## src/design/tpe_pkg.sv

```systemverilog
`timescale 1ns / 1ps

package tpe_pkg;

    localparam int FULL_BYTES = 20;
    localparam int MINI_BYTES = 11;
    localparam int REC_W      = FULL_BYTES * 8;
    localparam int LEN_W      = $clog2(FULL_BYTES + 1);
    localparam int MINIS_W    = 5;
    localparam int BUDGET_W   = 8;
    localparam int CFG_W      = 32;
    localparam int CFG_IW     = 1;
    localparam int QDEPTH     = 4;
    localparam int QAW        = $clog2(QDEPTH);

    typedef enum logic [CFG_IW-1:0] {
        CFG_MAX_PAYLOAD = 1'b0,
        CFG_PACKET_TIME = 1'b1
    } t_cfg_idx;

    // one encoded record, bytes left-aligned, first byte in the top bits
    typedef struct packed {
        logic [REC_W-1:0]   bytes;
        logic [LEN_W-1:0]   len;
        logic               bvalid;
        logic               slot;
        logic [MINIS_W-1:0] minis;
    } t_rec;

endpackage

```

## src/design/tpe_byte_if.sv

```systemverilog
`timescale 1ns / 1ps

interface tpe_byte_if;
    logic       valid;
    logic       ready;
    logic [7:0] data_byte;
    logic       byte_valid;
    logic       last;
    logic       slot_taken;
    logic [4:0] minis_sent;

    modport source (
        output valid, data_byte, byte_valid, last, slot_taken, minis_sent,
        input  ready
    );
    modport sink (
        input  valid, data_byte, byte_valid, last, slot_taken, minis_sent,
        output ready
    );
endinterface

```

## src/design/tpe_back.sv

```systemverilog
`timescale 1ns / 1ps

module tpe_back (
    input  logic          i_clk,
    input  logic          i_rst_n,
    input  logic          i_q_valid,
    input  tpe_pkg::t_rec i_q_data,
    output logic          o_q_pop,
    tpe_byte_if.source    o_byte
);
    import tpe_pkg::*;

    logic                  r_busy;
    logic [REC_W-1:0]      r_bytes;
    logic [LEN_W-1:0]      r_cnt;
    logic                  r_bvalid;
    logic                  r_slot;
    logic [MINIS_W-1:0]    r_minis;
    logic                  is_last;
    logic                  beat;
    logic                  load;

    assign is_last = (r_cnt == LEN_W'(1));
    assign beat    = r_busy && o_byte.ready;
    // next record loads on the beat that ends the current one: no gap
    assign load    = i_q_valid && (!r_busy || (beat && is_last));
    assign o_q_pop = load;

    always_ff @(posedge i_clk) begin
        if (!i_rst_n) begin
            r_busy <= 1'b0;
            r_cnt  <= '0;
        end else if (load) begin
            r_busy <= 1'b1;
            r_cnt  <= i_q_data.len;
        end else if (beat) begin
            r_busy <= !is_last;
            r_cnt  <= r_cnt - LEN_W'(1);
        end
    end

    always_ff @(posedge i_clk) begin
        if (load) begin
            r_bytes  <= i_q_data.bytes;
            r_bvalid <= i_q_data.bvalid;
            r_slot   <= i_q_data.slot;
            r_minis  <= i_q_data.minis;
        end else if (beat) begin
            r_bytes  <= r_bytes << 8;
        end
    end

    assign o_byte.valid      = r_busy;
    assign o_byte.data_byte  = r_bytes[REC_W-1 -: 8];
    assign o_byte.byte_valid = r_bvalid;
    assign o_byte.last       = is_last;
    assign o_byte.slot_taken = r_slot;
    assign o_byte.minis_sent = r_minis;

endmodule

```

## src/flat_wrapper.sv

```systemverilog
// flat-port wrapper written by rule: the top's interface ports become plain ports
module tpe_back_flat import tpe_pkg::*;
  (i_clk, i_rst_n, i_q_valid, i_q_data, o_q_pop, o_byte_valid, o_byte_data_byte, o_byte_byte_valid, o_byte_last, o_byte_slot_taken, o_byte_minis_sent, o_byte_ready);
  tpe_byte_if o_byte_i ();
  input  logic i_clk;
  input  logic i_rst_n;
  input  logic i_q_valid;
  input  tpe_pkg::t_rec i_q_data;
  output logic o_q_pop;
  output wire logic [$bits(o_byte_i.valid)-1:0] o_byte_valid;
  output wire logic [$bits(o_byte_i.data_byte)-1:0] o_byte_data_byte;
  output wire logic [$bits(o_byte_i.byte_valid)-1:0] o_byte_byte_valid;
  output wire logic [$bits(o_byte_i.last)-1:0] o_byte_last;
  output wire logic [$bits(o_byte_i.slot_taken)-1:0] o_byte_slot_taken;
  output wire logic [$bits(o_byte_i.minis_sent)-1:0] o_byte_minis_sent;
  input wire logic [$bits(o_byte_i.ready)-1:0] o_byte_ready;
  assign o_byte_valid = o_byte_i.valid;
  assign o_byte_data_byte = o_byte_i.data_byte;
  assign o_byte_byte_valid = o_byte_i.byte_valid;
  assign o_byte_last = o_byte_i.last;
  assign o_byte_slot_taken = o_byte_i.slot_taken;
  assign o_byte_minis_sent = o_byte_i.minis_sent;
  assign o_byte_i.ready = o_byte_ready;
  tpe_back u_core (.i_clk(i_clk), .i_rst_n(i_rst_n), .i_q_valid(i_q_valid), .i_q_data(i_q_data), .o_q_pop(o_q_pop), .o_byte(o_byte_i));
endmodule
```

## config.mk

```make
export PLATFORM = sky130hd
export DESIGN_NAME = tpe_back_flat
export DESIGN_NICKNAME = d
export VERILOG_FILES = /design/src/design/tpe_pkg.sv /design/src/design/tpe_byte_if.sv /design/src/design/tpe_back.sv /design/src/flat_wrapper.sv
export SDC_FILE = /design/constraint.sdc
export NUM_CORES = 1
export LEC_CHECK = 0
export BUFFER_PORTS_ARGS = -buffer_cell sky130_fd_sc_hd__buf_2
export CORE_AREA = 2 2 128 130
export DETAILED_ROUTE_END_ITERATION = 16
export DIE_AREA = 0 0 130 132
export HOLD_SLACK_MARGIN = 0.02
export PLACE_DENSITY = 0.8
export SYNTH_ARGS = -nofsm -noshare
export SYNTH_HDL_FRONTEND = slang
export SYNTH_SLANG_ARGS = --single-unit
```

## constraint.sdc

```tcl
create_clock -name i_clk -period 4.12 [get_ports i_clk]
set_input_delay 0 -clock i_clk [delete_from_list [all_inputs] [get_ports i_clk]]
set_output_delay 0 -clock i_clk [all_outputs]
set_load 0.1 [all_outputs]
```

-- Word level (Yosys, flattened, before mapping)
Index checks and enable logic that the tools add are counted.
- muxes and demuxes: 6
- equality and inequality tests: 1
- reduce and logical (&&, ||, !) cells: 7
- $add $sub $neg: 1
- operators by type and width (cell ; count):
    $mux W160 ; 2
    $mux W5 ; 2
    $eq A5 B1 Y1 const B ; 1
    $sub A5 B1 Y5 const B ; 1
    $logic_and A1 B1 Y1 ; 3
    $logic_not A1 Y1 ; 2
    $mux W1 ; 2
    $reduce_bool A2 Y1 ; 1
    $logic_or A1 B1 Y1 ; 1
- input port bits: 176
- word-level logic and storage cells: 21
- output and inout bits: 18
- register bits: 173

-- Longest topological paths before layout
- depth after elaboration: 5
- mapped depth: 9
- depth with buffers taken out: 7

-- Worst setup path before layout
Ideal clock, no wire load.
- path kind: reg2reg
- start point: register u_core.r_busy (netlist: u_core.o_byte.valid)
- end point: register u_core.r_cnt[1]
- cell stages (with the launch flop): 5
- buffers on the path: 0
- setup time: 127 ps
- arrival time: 5067 ps
- required time: 3993 ps
- clock period less this slack: 5194 ps
- path slack: -1074 ps
- path through: dfxtp_1 mux2i_1 inv_1 o21ai_0 a311oi_1
- longest elaborated chain between the ends: 5
- elaborated cells between the ends (all ways): 7
- those cells by class: mux: 1; reduce/logical: 6
- ends and longest elaborated chain (element ; RTL line ; RTL):
    start, declared ; tpe_back.sv:13 ; logic r_busy;
    start signal, assigned ; tpe_back.sv:37 ; r_busy <= !is_last;
    $logic_and A1 B1 Y1 ; tpe_back.sv:24 ; assign beat = r_busy && o_byte.ready;
    $logic_and A1 B1 Y1 ; tpe_back.sv:26 ; assign load = i_q_valid && (!r_busy || (beat && is_last));
    $logic_or A1 B1 Y1 ; tpe_back.sv:26 ;
    $logic_and A1 B1 Y1 ; tpe_back.sv:26 ;
    $mux W5 or $reduce_bool A2 Y1 (tied branches) ; -- ;
    end signal, assigned ; tpe_back.sv:35 ; r_cnt <= i_q_data.len;
    end signal, assigned ; tpe_back.sv:38 ; r_cnt <= r_cnt - LEN_W'(1);
    end, declared ; tpe_back.sv:15 ; logic [LEN_W-1:0] r_cnt;
Several ways; a longest one is shown, not always the timed one.
A chain may end at the register's enable or synchronous reset.

-- Worst setup path in the final report
Same ends and word-level chain as after synthesis.

==> results.ini <==
[logic_synthesis]
synth_xor_area_share_pct = 0
yosysUniqueCellTypes = 25
syn_avg_cell_area_um2 = 10.3
synth_top_area_share_pct = 67.3
synth_top_family_by_area = simple AND/OR/NAND/NOR gates
yosys.area.top_type = edfxtp_1
synth.area.top_cells = edfxtp_1 (67%), nand2_1 (23%), buf_4 (2.5%)
synthAdderAreaFrac_pct = 0.336
yosys_warnings = 0
synth_edf_count = 167
muxShareOfSynthArea_pct = 0.134
synth-simple-area-share_pct = 25.3
ys_seq_elements = 173
seq_area_frac_synth_pct = 68.9
synthTopCellsByCount = nand2_1 (461), edfxtp_1 (167), buf_4 (25)
synthCells = 725
netlist_area_um2 = 7450
synth_compound_area_share_pct = 1.33
async_flop_share_pct = 0
synth_ff_type = edfxtp_1
syn_nets = 903
synthMostInstantiatedCell = nand2_1

[drt]
vias = 6280
firstDrtPassIters = 4
via_per_inst = 4.82
detail_route.wl_per_cell_um = 15.4
drtAntennaViolNets = 0
drc = 0
drt_iter0_drc = 400
drt_wl_total_um = 20100

[sta]
relSlewSlack_pct = 38.5
period_needed_ps = 3030
fin_setup_tns_ps = 0
grt_setup_unrepaired = no
finClkSkew_ps = 9.16
hold_violations = 0
timing.hold.ws_ps = 127
maxSlewViolCount = 0
min_period_over_period_pct = 73.6
max_freq_mhz = 330
worst_pin_slew_ps = 922
setup_viol = 0
fin_ws_ps = 1090

[layout]
design_area_um2 = 10800
fin_util_pct = 69.0
final-seq-area_um2 = 5140
multiInputGateArea_um2 = 2020
final_cells = 1304
area_growth_pct = 45.6
nFillCells = 1081
layout-drive-gt1-share_pct = 21.3
nets = 1252

[placement]
post-place-cells = 1096
placed_area_um2 = 8490
place_ws_ps = 1590
dp_hpwl_um = 9940
portBuffers = 193
gp_congestion = 0.810

[die]
dieWidth_um = 130
start_util_pct = 47.4
ios = 194
core_area_um2 = 15700
num_rows = 46
die-area_um2 = 17200
die_y_um = 132

[clocking]
clock_sinks = 173
clock_latency_ps = 420
post_cts_buffers = 0
cts_root_buf = clkbuf_16
clk_pin_slew_ps = 60
cts_tree = yes
cts_buffers = 17
cts_buffer_depth = 2
cts.repair.resized = 0
h-tree-depth = 4

[setup_path]
crit_start = u_core.o_byte.valid$_SDFFE_PN0P_
path_class = register to register
worst_setup_path_start_kind = register
crit_fanout = 72
crit_required_ps = 4420
end_kind = register
rr_worst_depth = 6
cp.arrival_ps = 3330
r2r-start = u_core.o_byte.valid$_SDFFE_PN0P_

[global_routing]
grt_pass1_vias = 6506
antenna_found_initial = 0
grt_start_max_net_pins = 80
grt.total_usage_pct = 23.4
grt_pass1_wl_um = 30800
overflow = 0

[power]
irDropWorstVdd_mv = 0.256
finalPower_mw = 4.73
leakagePower_nw = 4.96
p_per_area_nw_per_um2 = 436

[worst_hold_path]
hold_class = input port to register
whs_path_depth = 5
hp-start = o_byte_ready

[run]
maxCapViolCount = 0

[status]
status = complete, no violations

==> worst max-delay path: stages, from the launching register on <==
cell	delay (ps)
dfxtp_4	380
mux2i_1	490
clkinvlp_4	570
buf_4	540
o21ai_0	270
a311oi_1	60
dlygate4sd3_1	600
==> state kept, by name, summed over array words and instances (netlist names) <==
name / count
u_core.o_byte.byte_valid: 1
u_core.o_byte.minis_sent: 5
u_core.o_byte.slot_taken: 1
u_core.o_byte.valid: 1
u_core.r_bytes: 160
u_core.r_cnt: 5
==> power by group <==
part           total (mW)  leakage, nW  internal [mW]  switching (mW)
clock network        1.67        0.281           1.02           0.652
logic               0.783         2.97          0.299           0.484
registers            2.28         1.71           2.21          0.0687
==> kinds of logic (layout without fill, tap and decap cells) <==
group / after synthesis / after routing
buf+inv: 50 / 412
mux: 1 / 1
simple gates: 484 / 484
compound gates: 15 / 15
fa+ha+maj: 2 / 2
flops: 173 / 173
other cells: 0 / 1
==> what timing repair did <==
action,4_1_cts,5_1_grt
hold buffers,175,0
endpoints found under the hold margin,173,0
endpoints found under the setup margin,0,0
==> layer usage <==
layer | wire, µm | up-vias | track usage, %
met1 | 7550 | 2887 | 26.0
met5 | 0 | - | 0
met4 | 730 | 0 | 11.5
met3 | 1310 | 54 | 5.11
met2 | 10500 | 292 | 41.7
li1 | - | 3047 | -
==> cell type report <==
| class | count | area share (%) |
|---|---|---|
| inverter | 6 | 0.265 |
| antenna | 1 | 0.0231 |
| clock inverter | 10 | 1.51 |
| sequential | 173 | 47.4 |
| clock buffer | 22 | 4.09 |
| timing repair buffer | 374 | 25.6 |
| tap | 216 | 2.49 |
| multi-input combinational | 502 | 18.7 |
==> cell usage in the layout, fill, tap and decap left out <==
master and instances:
ha_1 2, and2_1 8, clkbuf_16 17, clkinv_2 1
buf_12 1, edfxtp_1 167, a22oi_1 1, clkbuf_1 5
inv_4 1, nand3_1 3, buf_4 5, or4_1 1
clkinvlp_4 5, a32oi_1 1, o21ai_0 3, a21oi_1 5
a31oi_1 2, bufinv_16 4, dfxtp_4 1, nand2_1 461
dlygate4sd3_1 175, nor2b_1 3, inv_6 1, a311oi_1 2
a31oi_4 1, nor3b_1 2, nand4_1 1, buf_2 193
diode_2 1, inv_1 4, mux2i_1 1, dfxtp_1 5
nor2_1 4, nor4b_4 1
==> path summary, 6_finish.rpt <==
path,to,slack (ps)
max,u_core.r_cnt[1]$_SDFFE_PN0P_,1090
max reg2reg,u_core.r_cnt[1]$_SDFFE_PN0P_,1090
min reg2reg,u_core.r_bytes[128]$_DFFE_PP_,510
min,u_core.r_cnt[0]$_SDFFE_PN0P_,130
(Power assumes the default switching activity.)
