==> config.mk <==
export PLATFORM = sky130hd
export DESIGN_NAME = tpe_queue
export DESIGN_NICKNAME = d
export VERILOG_FILES = /design/src/design/tpe_pkg.sv /design/src/design/tpe_queue.sv
export SDC_FILE = /design/constraint.sdc
export NUM_CORES = 1
export LEC_CHECK = 0
export BUFFER_PORTS_ARGS = -buffer_cell sky130_fd_sc_hd__buf_2
export CAP_MARGIN = 20
export CORE_ASPECT_RATIO = 0.8
export CORE_UTILIZATION = 57
export CTS_CLUSTER_DIAMETER = 60
export DETAILED_ROUTE_END_ITERATION = 16
export GPL_TIMING_DRIVEN = 1
export PLACE_DENSITY = 0.84
export SETUP_SLACK_MARGIN = 0.02
export SYNTH_ARGS = -nofsm -noshare
export SYNTH_HDL_FRONTEND = slang
export SYNTH_SLANG_ARGS = --single-unit
==> constraint.sdc <==
create_clock -name i_clk -period 7.66 [get_ports i_clk]
set_input_delay 0.383 -clock i_clk [delete_from_list [all_inputs] [get_ports i_clk]]
set_output_delay 0.383 -clock i_clk [all_outputs]
set_load 0.05 [all_outputs]
==> src/design/tpe_pkg.sv <==
`timescale 1ns / 1ps

package tpe_pkg;

    localparam int FULL_BYTES = 20;
    localparam int MINI_BYTES = 11;
    localparam int REC_W      = FULL_BYTES * 8;
    localparam int LEN_W      = $clog2(FULL_BYTES + 1);
    localparam int MINIS_W    = 5;
    localparam int BUDGET_W   = 8;
    localparam int CFG_W      = 32;
    localparam int CFG_IW     = 1;
    localparam int QDEPTH     = 4;
    localparam int QAW        = $clog2(QDEPTH);

    typedef enum logic [CFG_IW-1:0] {
        CFG_MAX_PAYLOAD = 1'b0,
        CFG_PACKET_TIME = 1'b1
    } t_cfg_idx;

    // one encoded record, bytes left-aligned, first byte in the top bits
    typedef struct packed {
        logic [REC_W-1:0]   bytes;
        logic [LEN_W-1:0]   len;
        logic               bvalid;
        logic               slot;
        logic [MINIS_W-1:0] minis;
    } t_rec;

endpackage

==> src/design/tpe_queue.sv <==
`timescale 1ns / 1ps

module tpe_queue (
    input  logic          i_clk,
    input  logic          i_rst_n,
    input  logic          i_push,
    input  tpe_pkg::t_rec i_wdata,
    output logic          o_wready,
    input  logic          i_pop,
    output tpe_pkg::t_rec o_rdata,
    output logic          o_rvalid
);
    import tpe_pkg::*;

    t_rec           r_mem [QDEPTH];
    logic [QAW-1:0] r_wp;
    logic [QAW-1:0] r_rp;
    logic [QAW:0]   r_cnt;
    logic           do_push;
    logic           do_pop;

    assign o_wready = (r_cnt != (QAW + 1)'(QDEPTH));
    assign o_rvalid = (r_cnt != '0);
    assign do_push  = i_push && o_wready;
    assign do_pop   = i_pop && o_rvalid;
    assign o_rdata  = r_mem[r_rp];

    always_ff @(posedge i_clk) begin
        if (!i_rst_n) begin
            r_wp  <= '0;
            r_rp  <= '0;
            r_cnt <= '0;
        end else begin
            if (do_push) begin
                r_wp <= r_wp + QAW'(1);
            end
            if (do_pop) begin
                r_rp <= r_rp + QAW'(1);
            end
            case ({do_push, do_pop})
                2'b10:   r_cnt <= r_cnt + (QAW + 1)'(1);
                2'b01:   r_cnt <= r_cnt - (QAW + 1)'(1);
                default: r_cnt <= r_cnt;
            endcase
        end
    end

    always_ff @(posedge i_clk) begin
        if (do_push) begin
            r_mem[r_wp] <= i_wdata;
        end
    end

endmodule

## Yosys cells after proc, flatten, opt, wreduce, memory -nomap -nowiden

Memories as Yosys holds them, arrays and structs flattened. A register that Yosys moved wholly into a read port is not among the register bits.
Index checks and enable logic that the tools add are counted.

- Bits in registers: 7
- RAM bits: 688
- Memories kept: 1
- Input port bits: 176

Memory list:

| name | depth | bits a word | read ports | clocked after Yosys merged registers in | write ports | line | source |
|---|---|---|---|---|---|---|---|
| r_mem | 4 | 172 | 1 | 1 | 1 | tpe_queue.sv:15 | `t_rec r_mem [QDEPTH];` |

- Reduce and logical (&&, ||, !) cells: 4
- Equal/unequal tests: 3
- Mux-type cells: 5
- $add $sub $neg: 4

Operator list:

| operator | number |
|---|---|
| $pmux W3 S2 | 1 |
| $add A2 B1 Y2 const B | 2 |
| $mux W2 | 2 |
| $add A3 B1 Y3 const B | 1 |
| $ne A3 B3 Y1 const B | 1 |
| $reduce_bool A3 Y1 | 1 |
| $sub A3 B1 Y3 const B | 1 |
| $eq A2 B1 Y1 const B | 1 |
| $eq A2 B2 Y1 const B | 1 |
| $logic_and A1 B1 Y1 | 2 |
| $mux W1 | 2 |
| $reduce_bool A2 Y1 | 1 |

## Depth between registers and ports, before layout

Gate-level depths: netlist (run 1).

- Depth after elaboration: 4
- Depth in mapped cells: 9
- Gate-level depth less buffers: 9

## Worst setup path before layout (run 1)

OpenSTA, ideal clock, no wires.

- Path type: reg2reg
- Start: register r_cnt[0]
- End: memory r_mem[0][0] (netlist bit) (enable)
- Setup time: 553 ps
- Data required time: 7107 ps
- Period minus slack after synthesis: 5356 ps
- Data arrival time: 4803 ps
- Stages on the path, launching flop included: 4
- Path slack: 2304 ps
- Path through: dfxtp_1 > nor2_1 > a21boi_1 > and2_1

- Word-level cells in the longest chain between the ends: 4

RTL lines:

| element | line | source |
|---|---|---|
| start: declaration | tpe_queue.sv:18 | `logic [QAW:0] r_cnt;` |
| start signal: assignment | tpe_queue.sv:41 | `2'b10: r_cnt <= r_cnt + (QAW + 1)'(1);` |
| start signal: assignment | tpe_queue.sv:42 | `2'b01: r_cnt <= r_cnt - (QAW + 1)'(1);` |
| start signal: assignment | tpe_queue.sv:43 | `default: r_cnt <= r_cnt;` |
| $ne A3 B3 Y1 | tpe_queue.sv:22 | `assign o_wready = (r_cnt != (QAW + 1)'(QDEPTH));` |
| $logic_and A1 B1 Y1 | tpe_queue.sv:24 | `assign do_push = i_push && o_wready;` |
| $mux W1 | tpe_queue.sv:49 | `if (do_push) begin` |
| $mux W1 (implied by the code) | tpe_queue.sv:50 | `r_mem[r_wp] <= i_wdata;` |
| end: declaration | tpe_queue.sv:15 |  |

Every way passes these cells.

==> results.md, run 1 <==
- Outcome: finished clean
- Area of the mapped netlist: 0.02526 mm2
- FP Rows: 68
- Iteration-0 DRC Markers: 970
- Initial Utilization: 0.5822
- Syn Nets: 1,132
- Leak: 10.48 nW
- Vias: 12,330
- EDFF count, synth: 688
- Die width: 237.4 um
- Final instance area: 0.03115 mm2
- R2r startpoint: r_cnt[0]$_SDFFE_PN0P_
- Warnings from Yosys: 0
- End of the worst hold path: r_mem[0][120]$_DFFE_PP_
- Clock Sinks: 697
- Nature of the critical path startpoint: register
- Input/output buffers: 349
- GR Overflow Total: 0
- Die ar.: 0.04517 mm2
- Top cell type's share of synthesized area: 0.8177
- TritonCTS Buffers: 67
- Least-Margin Pin Slew: 0.9786 ns
- Via density: 5.848
- DP Wirelength: 28,940 um
- GRT Overall Usage: 0.2437
- Sequential share of the synthesized area: 0.8249
- Post-CTS setup buffer count: 0
- Setup TNS after final layout: 0 ns
- Worst Hold Depth: 1
- Crit-path cells: buf_4, mux4_2, buf_2
- HP Start: i_wdata[120]
- Final Util: 0.7179
- Reg2reg path depth: 5
- Cells after Synth: 950
- Overall die height: 190.3 um
- Max transition margin: 0.3476
- Distinct cells, synth: 24
- Number of global-route vias before repair: 13,050
- RSZ-0062 raised after global routing: no
- Maximum VDD drop: 0.2762 mV
- Slowest cell on the critical path: dfxtp_4
- Area Growth Syn to Fin: 23.30%
- Total wire length: 54,260 um
- Most common library cells after synthesis: 688 x edfxtp_1, 172 x mux4_2, 19 x buf_2
- Synth top area cells: edfxtp_1 82%, mux4_2 15%, dfxtp_1 0.71%
- WHS: 0.02714 ns
- Clock root cell: clkbuf_16
- Final Skew: 0.02602 ns
- Fmax: 280.8 MHz
- Wire per inst: 25.73 um
- Syn_area_per_cell: 26.59 um2
- Seq cells post-synth: 697
- Post-synth top flop: edfxtp_1
- Setup CP Type: reg2out
- Most common cell in the netlist: edfxtp_1
- First drt pass iteration count: 5
- Final Hold Viols: 0
- Design Power: 11.45 mW
- Share of layout cells above drive strength 1: 0.4045
- Setup violations, final: 0
- MaxCap Viol Count: 0
- Core ar.: 0.04339 mm2
- Bufs on Longest Clock Path: 3
- First-pass GRT wire length: 80,120 um
- Period utilization: 0.4649
- Nets: 1,678
- Peak fanout along the critical path: 64
- Final weighted congestion of routability-driven global placement: 0.7217
- Register clock-pin slew on the reported worst setup and hold paths: 0.06 ns
- Worst setup EP type: output port
- TritonCTS clock tree: done
- Worst R2R End: r_mem[3][143]$_DFFE_PP_
- Yosys top cell by area: edfxtp_1
- R2R Setup Slk: 4.23 ns
- DRT antenna net count: 0
- Fin. max-slew vios: 0
- Drt drc: 0
- FFs w/ async S/R, synth: 0
- I/O pins: 350
- Largest stage delay, worst path: 1.00 ns
- Largest net degree at the start of global routing: 100
- Worst path arrival time: 3.18 ns
- CTS H-tree lvls: 3
- Clk Latency, worst-skew pair: 0.60 ns
- Total placed instance area: 0.02759 mm2
- Hold WC Path Type: in2reg
- Critical path required time: 7.28 ns
- Initial antenna violation count: 4
- Pwr/cell area: 367.5 mW/mm2
- Tmin final: 3.561 ns
power by group:
part	switching [mW]	internal, mW	total (mW)
sequential	0.164	4.60	4.77
combinational	2.51	1.09	3.60
clock	1.35	1.73	3.08
total	4.02	7.43	11.4
routing by layer:
metal | routed length [um] | up-vias | track usage
met1 | 20160 | 6435 | 0.3120
met2 | 28120 | 591 | 0.4056
met4 | 1267 | 0 | 0.07072
met3 | 4713 | 95 | 0.07701
met5 | 0 | - | 0
li1 | - | 5212 | -
state kept, by name, indices dropped and copies added (netlist names), named ones only:
name,count
r_mem,688
r_cnt,3
r_rp,2
r_wp,2
metrics by stage:
step           setup slack (ns)  instances
6_report                  4.099       2109
5_1_grt                   3.956       2109
4_1_cts                   4.030       2102
3_5_place_dp              4.387       1833
3_3_place_gp              4.479       1833
2_1_floorplan             2.304        950
area by class of cell:
type	count	area (um2)
flip-flops and latches	697	20850
multi-input cells	208	4159
well taps	560	700.7
clock buffers	90	1848
diodes	4	10.01
repair buffers	516	3398
clock inverters	28	165.2
fillers	2380	12240
inverters	6	22.52
critical path: cells and delay by family, from the launching register on:
family | cells | cell delay, ns
flops | 1 | 1.00
mux | 1 | 0.46
buf+inv | 2 | 1.09
worst max path at each step:
| stage | startpoint | endpoint | slack [ns] | cells after the start |
|---|---|---|---|---|
| floorplan | r_cnt[0]$_SDFFE_PN0P_ | r_mem[0][0]$_DFFE_PP_ | 2.30 | 3 |
| global placement | r_cnt[0]$_SDFFE_PN0P_ | r_mem[3][82]$_DFFE_PP_ | 4.48 | 5 |
| detailed placement | r_cnt[0]$_SDFFE_PN0P_ | r_mem[3][82]$_DFFE_PP_ | 4.39 | 5 |
| CTS | register | o_rdata[104] | 4.03 | 3 |
| global route | register | o_rdata[104] | 3.96 | 3 |
| finish | register | o_rdata[104] | 4.10 | 3 |
cell usage in the layout, fill, tap and decap left out, drive strengths merged:
cell / instances
xor2: 1
nand2: 6
inv: 9
diode: 4
o31a: 1
bufinv: 1
mux2i: 2
clkinvlp: 1
edfxtp: 688
nor2: 1
a21boi: 2
mux4: 172
dlygate4sd3: 154
fa: 1
dfxtp: 9
and2: 7
buf: 362
clkbuf: 90
clkinv: 23
nor2b: 2
o21ai: 2
o311ai: 1
ha: 5
or3: 2
xnor2: 3
kinds of logic (layout without fill, tap and decap cells):
kind of cell	Yosys count	count (layout)	synth area share
multiplexers	174	174	0.1541
adder cells (fa/ha/maj)	6	6	0.003269
flip-flops	697	697	0.8249
AO/OA/AOI/OAI	6	6	0.001684
XOR/XNOR	4	4	0.001387
AND/OR/NAND/NOR	18	18	0.003763
other	0	4	0
buffers and inverters	45	640	0.01090
what timing repair did:
| item | in CTS | in global routing |
|---|---|---|
| setup endpoints to repair | 0 | 0 |
| hold buffers | 151 | 3 |
| endpoints found under the hold margin | 573 | 12 |
| resized for setup | 0 | 0 |
(Power assumes the default switching activity.)
==> run 2, diff against run 1 <==
CORE_UTILIZATION = 51   (was 57)
PLACE_DENSITY = 0.8   (was 0.84)
clock period = 2.99 ns   (was 7.66 ns; I/O delays follow)
==> results.md, run 2 (synthesized netlist as in run 1, its figures left out) <==
- Final instance area: 0.03191 mm2
- Via density: 5.541
- Maximum VDD drop: 0.7352 mV
- Final Util: 0.6559
- Placed cells: 1,914
- Share of layout cells above drive strength 1: 0.4101
- Least-Margin Pin Slew: 0.6727 ns
- TritonCTS Buffers: 68
- Wire per inst: 23.95 um
- Total wire length: 53,040 um
- Initial antenna violation count: 11
- Logic pwr share: 0.317
- Design Power: 29.99 mW
- Post-route setup slack: 0.2880 ns
- Hold WC Path Type: in2reg
- GR Overflow Total: 0
- Fmax: 370.1 MHz
- Place WS: 0.6220 ns
- Final weighted congestion of routability-driven global placement: 0.7463
- Tmin final: 2.702 ns
- Number of global-route vias before repair: 13,130
- Nature of the critical path startpoint: register
- Max transition margin: 0.5506
- Total placed instance area: 0.02799 mm2
- HP Start: i_pop
- Post-CTS setup buffer count: 0
- First drt pass iteration count: 4
- Setup CP Type: reg2out
- Final Skew: 0.02518 ns
- Switching share of power: 0.3474
- Seq pwr share: 0.404
- Core ar.: 0.04865 mm2
- Worst path arrival time: 2.55 ns
- Setup TNS after final layout: 0 ns
- Switching pwr: 10.42 mW
- Input/output buffers: 349
- MaxCap Viol Count: 0
- Clock Sinks: 697
- Reg with most FFs: r_mem
- Worst R2R End: r_mem[0][19]$_DFFE_PP_
- Top flop regs: r_mem (688), r_cnt (3)
- I/O pins: 350
- First-pass GRT wire length: 80,030 um
- Clock share of power: 0.278
- Outcome: finished clean
- Final Hold Viols: 0
- CTS H-tree lvls: 3
- Bufs on Longest Clock Path: 3
- Finished Layout Cells: 2,214
- Pwr/cell area: 939.9 mW/mm2
- R2R Setup Slk: 0.62 ns
- Max FFs per register: 688
- RSZ-0062 raised after global routing: no
- Fin. max-slew vios: 0
- WHS: 0.05515 ns
- Initial Utilization: 0.5193
- Leak: 10.77 nW
- Iteration-0 DRC Markers: 981
- Critical path required time: 2.84 ns
- Die ar.: 0.05044 mm2
- Drt drc: 0
- Reg2reg path depth: 4
- Worst setup EP type: output port
- Register clock-pin slew on the reported worst setup and hold paths: 0.06 ns
- Largest net degree at the start of global routing: 77
- Clock root cell: clkbuf_16
- Vias: 12,270
- Overall die height: 201.1 um
- Internal Power: 19.57 mW
- Commonest non-fill, non-tap cells in the layout: 688 x edfxtp_1, 349 x buf_2, 173 x dlygate4sd3_1, 172 x mux4_2, 71 x clkbuf_16
- Clk Latency, worst-skew pair: 0.59 ns
- FP Rows: 72
- DRT antenna net count: 0
- Setup violations, final: 0
- TritonCTS clock tree: done
- DP Wirelength: 30,700 um
- Area Growth Syn to Fin: 26.30%
- Period utilization: 0.9037
- Commonest non-fill, non-tap cell in the layout: edfxtp_1
- Nets: 1,710
- GRT Overall Usage: 0.2140
- Die width: 250.8 um
- Worst Hold Depth: 4
- Peak fanout along the critical path: 35
- R2r startpoint: r_cnt[0]$_SDFFE_PN0P_
[run 2: cell types whose count changed in the layout (fill, tap and decap cells not counted), sizes merged]
cell         delta
buf            +12
clkbuf          -8
clkinv          +8
bufinv          +4
dlygate4sd3    +19
diode           +1
[run 2: area by class of cell]
class,instances,area (um2)
clock inverters,40,357.8
clock buffers,82,1818
multi-input cells,208,4159
flip-flops and latches,697,20850
fillers,3087,16740
repair buffers,547,3904
diodes,5,12.51
well taps,629,787.0
inverters,6,22.52
[run 2: how the worst max path moves through the flow]
stage               slack [ns]                      end  cells after the start                  start
floorplan                -0.47    r_mem[0][0]$_DFFE_PP_                      3  r_cnt[0]$_SDFFE_PN0P_
global placement          0.70  r_mem[0][156]$_DFFE_PP_                      4  r_cnt[0]$_SDFFE_PN0P_
detailed placement        0.62   r_mem[0][15]$_DFFE_PP_                      4  r_cnt[1]$_SDFFE_PN0P_
CTS                       0.20             o_rdata[153]                      3               register
global route              0.15               o_rdata[8]                      3               register
finish                    0.29             o_rdata[163]                      3               register
[run 2: power groups by stage]
| stage | clock, mW | sequential, mW | combinational (mW) |
|---|---|---|---|
| 2_1_floorplan | 0 | 12.2 | 7.30 |
| 3_3_place_gp | 0 | 12.3 | 9.34 |
| 3_5_place_dp | 0 | 12.3 | 9.37 |
| 4_1_cts | 8.48 | 12.1 | 9.60 |
| 5_1_grt | 8.86 | 12.2 | 9.93 |
| 6_report | 8.34 | 12.1 | 9.52 |
[run 2: worst max-delay path: stages (launching register included)]
cell	delay, ns
dfxtp_4	0.72
buf_12	0.36
mux4_2	0.60
buf_2	0.24
[run 2: layer usage]
layer	track usage	part of all wire	vias to the layer above
met5	0	0.0016	-
met4	0.06223	0.024	12
met3	0.07339	0.088	102
met2	0.3355	0.48	496
met1	0.2871	0.41	6382
li1	-	-	5276
[run 2: what timing repair did]
action	in CTS	in global routing
resized for setup	0	0
hold buffers	173	0
hold endpoints to repair	697	0
==> run 3, diff against run 2 <==
--- a/config.mk
+++ b/config.mk
@@ -7,5 +7,5 @@
 export LEC_CHECK = 0
 export BUFFER_PORTS_ARGS = -buffer_cell sky130_fd_sc_hd__buf_2
-export CAP_MARGIN = 20
+export CAP_MARGIN = 5
 export CORE_ASPECT_RATIO = 0.8
 export CORE_UTILIZATION = 51
@@ -13,5 +13,5 @@
 export DETAILED_ROUTE_END_ITERATION = 16
 export GPL_TIMING_DRIVEN = 1
-export PLACE_DENSITY = 0.8
+export PLACE_DENSITY = 0.84
 export SETUP_SLACK_MARGIN = 0.02
 export SYNTH_ARGS = -nofsm -noshare
==> constraint.sdc (replaced) <==
create_clock -name i_clk -period 2.99 [get_ports i_clk]
set_input_delay 0.1495 -clock i_clk [delete_from_list [all_inputs] [get_ports i_clk]]
set_output_delay 0.1495 -clock i_clk [all_outputs]
set_load 0.02 [all_outputs]
==> results.md, run 3 (synthesized netlist as in run 1, its figures left out) <==
- WHS: 0.07230 ns
- Wire length on met3: 4645 um
- Commonest non-fill, non-tap cells in the layout: 688 x edfxtp_1, 349 x buf_2, 173 x dlygate4sd3_1, 172 x mux4_2, 73 x clkbuf_16
- Fmax: 399.8 MHz
- Leak: 10.85 nW
- First drt pass iteration count: 7
- Switching pwr: 7.923 mW
- Setup TNS after final layout: 0 ns
- Final instance area: 0.03203 mm2
- Via density: 5.626
- Die ar.: 0.05044 mm2
- GRT Overall Usage: 0.2252
- Max Used Layer: met5
- Final Skew: 0.01809 ns
- Total placed instance area: 0.02805 mm2
- Worst path arrival time: 2.35 ns
- Reg with most FFs: r_mem
- Metal-1 WL: 20,980 um
- Largest net degree at the start of global routing: 79
- Clk Latency, worst-skew pair: 0.60 ns
- Initial Utilization: 0.5193
- First-pass GRT wire length: 82,650 um
- Overall die height: 201.1 um
- Least-Margin Pin Slew: 0.6626 ns
- Clock Sinks: 697
- DP Wirelength: 31,030 um
- Bufs on Longest Clock Path: 3
- Number of global-route vias before repair: 13,460
- Core ar.: 0.04865 mm2
- I/O pins: 350
- Input/output buffers: 349
- Pwr/cell area: 869.2 mW/mm2
- Register clock-pin slew on the reported worst setup and hold paths: 0.06 ns
- GR Overflow Total: 0
- Final Hold Viols: 0
- Worst setup EP type: output port
- Top flop regs: r_mem (688), r_cnt (3)
- Final Util: 0.6584
- Final weighted congestion of routability-driven global placement: 0.7977
- Placed cells: 1,924
- Setup CP Type: reg2out
- Initial antenna violation count: 9
- Drt drc: 0
- Peak fanout along the critical path: 52
- Tmin final: 2.501 ns
- Die width: 250.8 um
- Nature of the critical path startpoint: register
- TritonCTS Buffers: 66
- Commonest non-fill, non-tap cell in the layout: edfxtp_1
- Total wire length: 56,010 um
- PostCTS Resize Cnt: 0
- Nets: 1,718
- Hold WC Path Type: in2reg
- Setup violations, final: 0
- Internal Power: 19.92 mW
- Vias: 12,490
- Finished Layout Cells: 2,220
- Post-CTS setup buffer count: 0
- Switching share of power: 0.2846
- FP Rows: 72
- Area Growth Syn to Fin: 26.78%
- Fin. max-slew vios: 0
- Share of layout cells above drive strength 1: 0.4136
- Clock root cell: clkbuf_16
- CTS H-tree lvls: 3
- MaxCap Viol Count: 0
- Metal2 WL: 28,870 um
- TritonCTS clock tree: done
- Outcome: finished clean
- Logic pwr share: 0.256
- Period utilization: 0.8365
- Max FFs per register: 688
- Max transition margin: 0.5573
- Wire per inst: 25.23 um
- RSZ-0062 raised after global routing: no
- Seq pwr share: 0.435
- Maximum VDD drop: 0.6239 mV
- DRT antenna net count: 0
- Clock share of power: 0.309
- Iteration-0 DRC Markers: 1,120
- Critical path required time: 2.84 ns
[run 3: worst max-delay path, cell delays in order, from the launching register on]
cell and delay [ns]:
dfxtp_4 0.51, buf_12 0.37, mux4_2 0.60, buf_2 0.19
[run 3: path summary, 6_finish.rpt]
kind                            slack [ns]             startpoint               endpoint  cells after the start
worst max-delay path                  0.49               register           o_rdata[136]                      3
worst min-delay path                  0.07                 i_push   r_wp[1]$_SDFFE_PN0P_                      3
worst max register to register        0.60  r_cnt[0]$_SDFFE_PN0P_  r_cnt[2]$_SDFFE_PN0P_                      9
worst min register to register        0.54   r_wp[0]$_SDFFE_PN0P_   r_wp[0]$_SDFFE_PN0P_                      2
[run 3: metal layers]
| layer | global-route usage | vias to the layer above |
|---|---|---|
| met5 | 0 | - |
| li1 | - | 5300 |
| met4 | 0.07187 | 12 |
| met3 | 0.06717 | 101 |
| met2 | 0.3793 | 578 |
| met1 | 0.2817 | 6499 |
[run 3: final cells by class]
cell class | instances | area (um2)
Clock buffer | 82 | 1861
Fill cell | 2979 | 16620
Clock inverter | 36 | 374.1
Antenna cell | 5 | 12.51
Multi-Input combinational cell | 208 | 4159
Tap cell | 629 | 787.0
Sequential cell | 697 | 20850
Timing Repair Buffer | 557 | 3966
Inverter | 6 | 22.52
[run 3: power by group through the flow]
stage	clock network, mW	logic, mW	registers [mW]
4_1_cts	8.72	7.18	12.1
6_report	8.60	7.14	12.1
3_3_place_gp	0	6.84	12.2
3_5_place_dp	0	6.93	12.3
2_1_floorplan	0	4.74	12.2
5_1_grt	9.12	7.54	12.2
[run 3: timing repair]
item | CTS | global route
setup endpoints to repair | 0 | 0
hold endpoints to repair | 697 | 0
hold buffers | 173 | 0
[run 3: metrics by stage]
step                      setup WS, ns  total power [mW]
after detailed placement        0.6421             19.20
after CTS                       0.3843             27.98
after global placement          0.7687             19.04
after floorplan                -0.4655             16.92
after global routing            0.3364             28.81
final                           0.4889             27.84
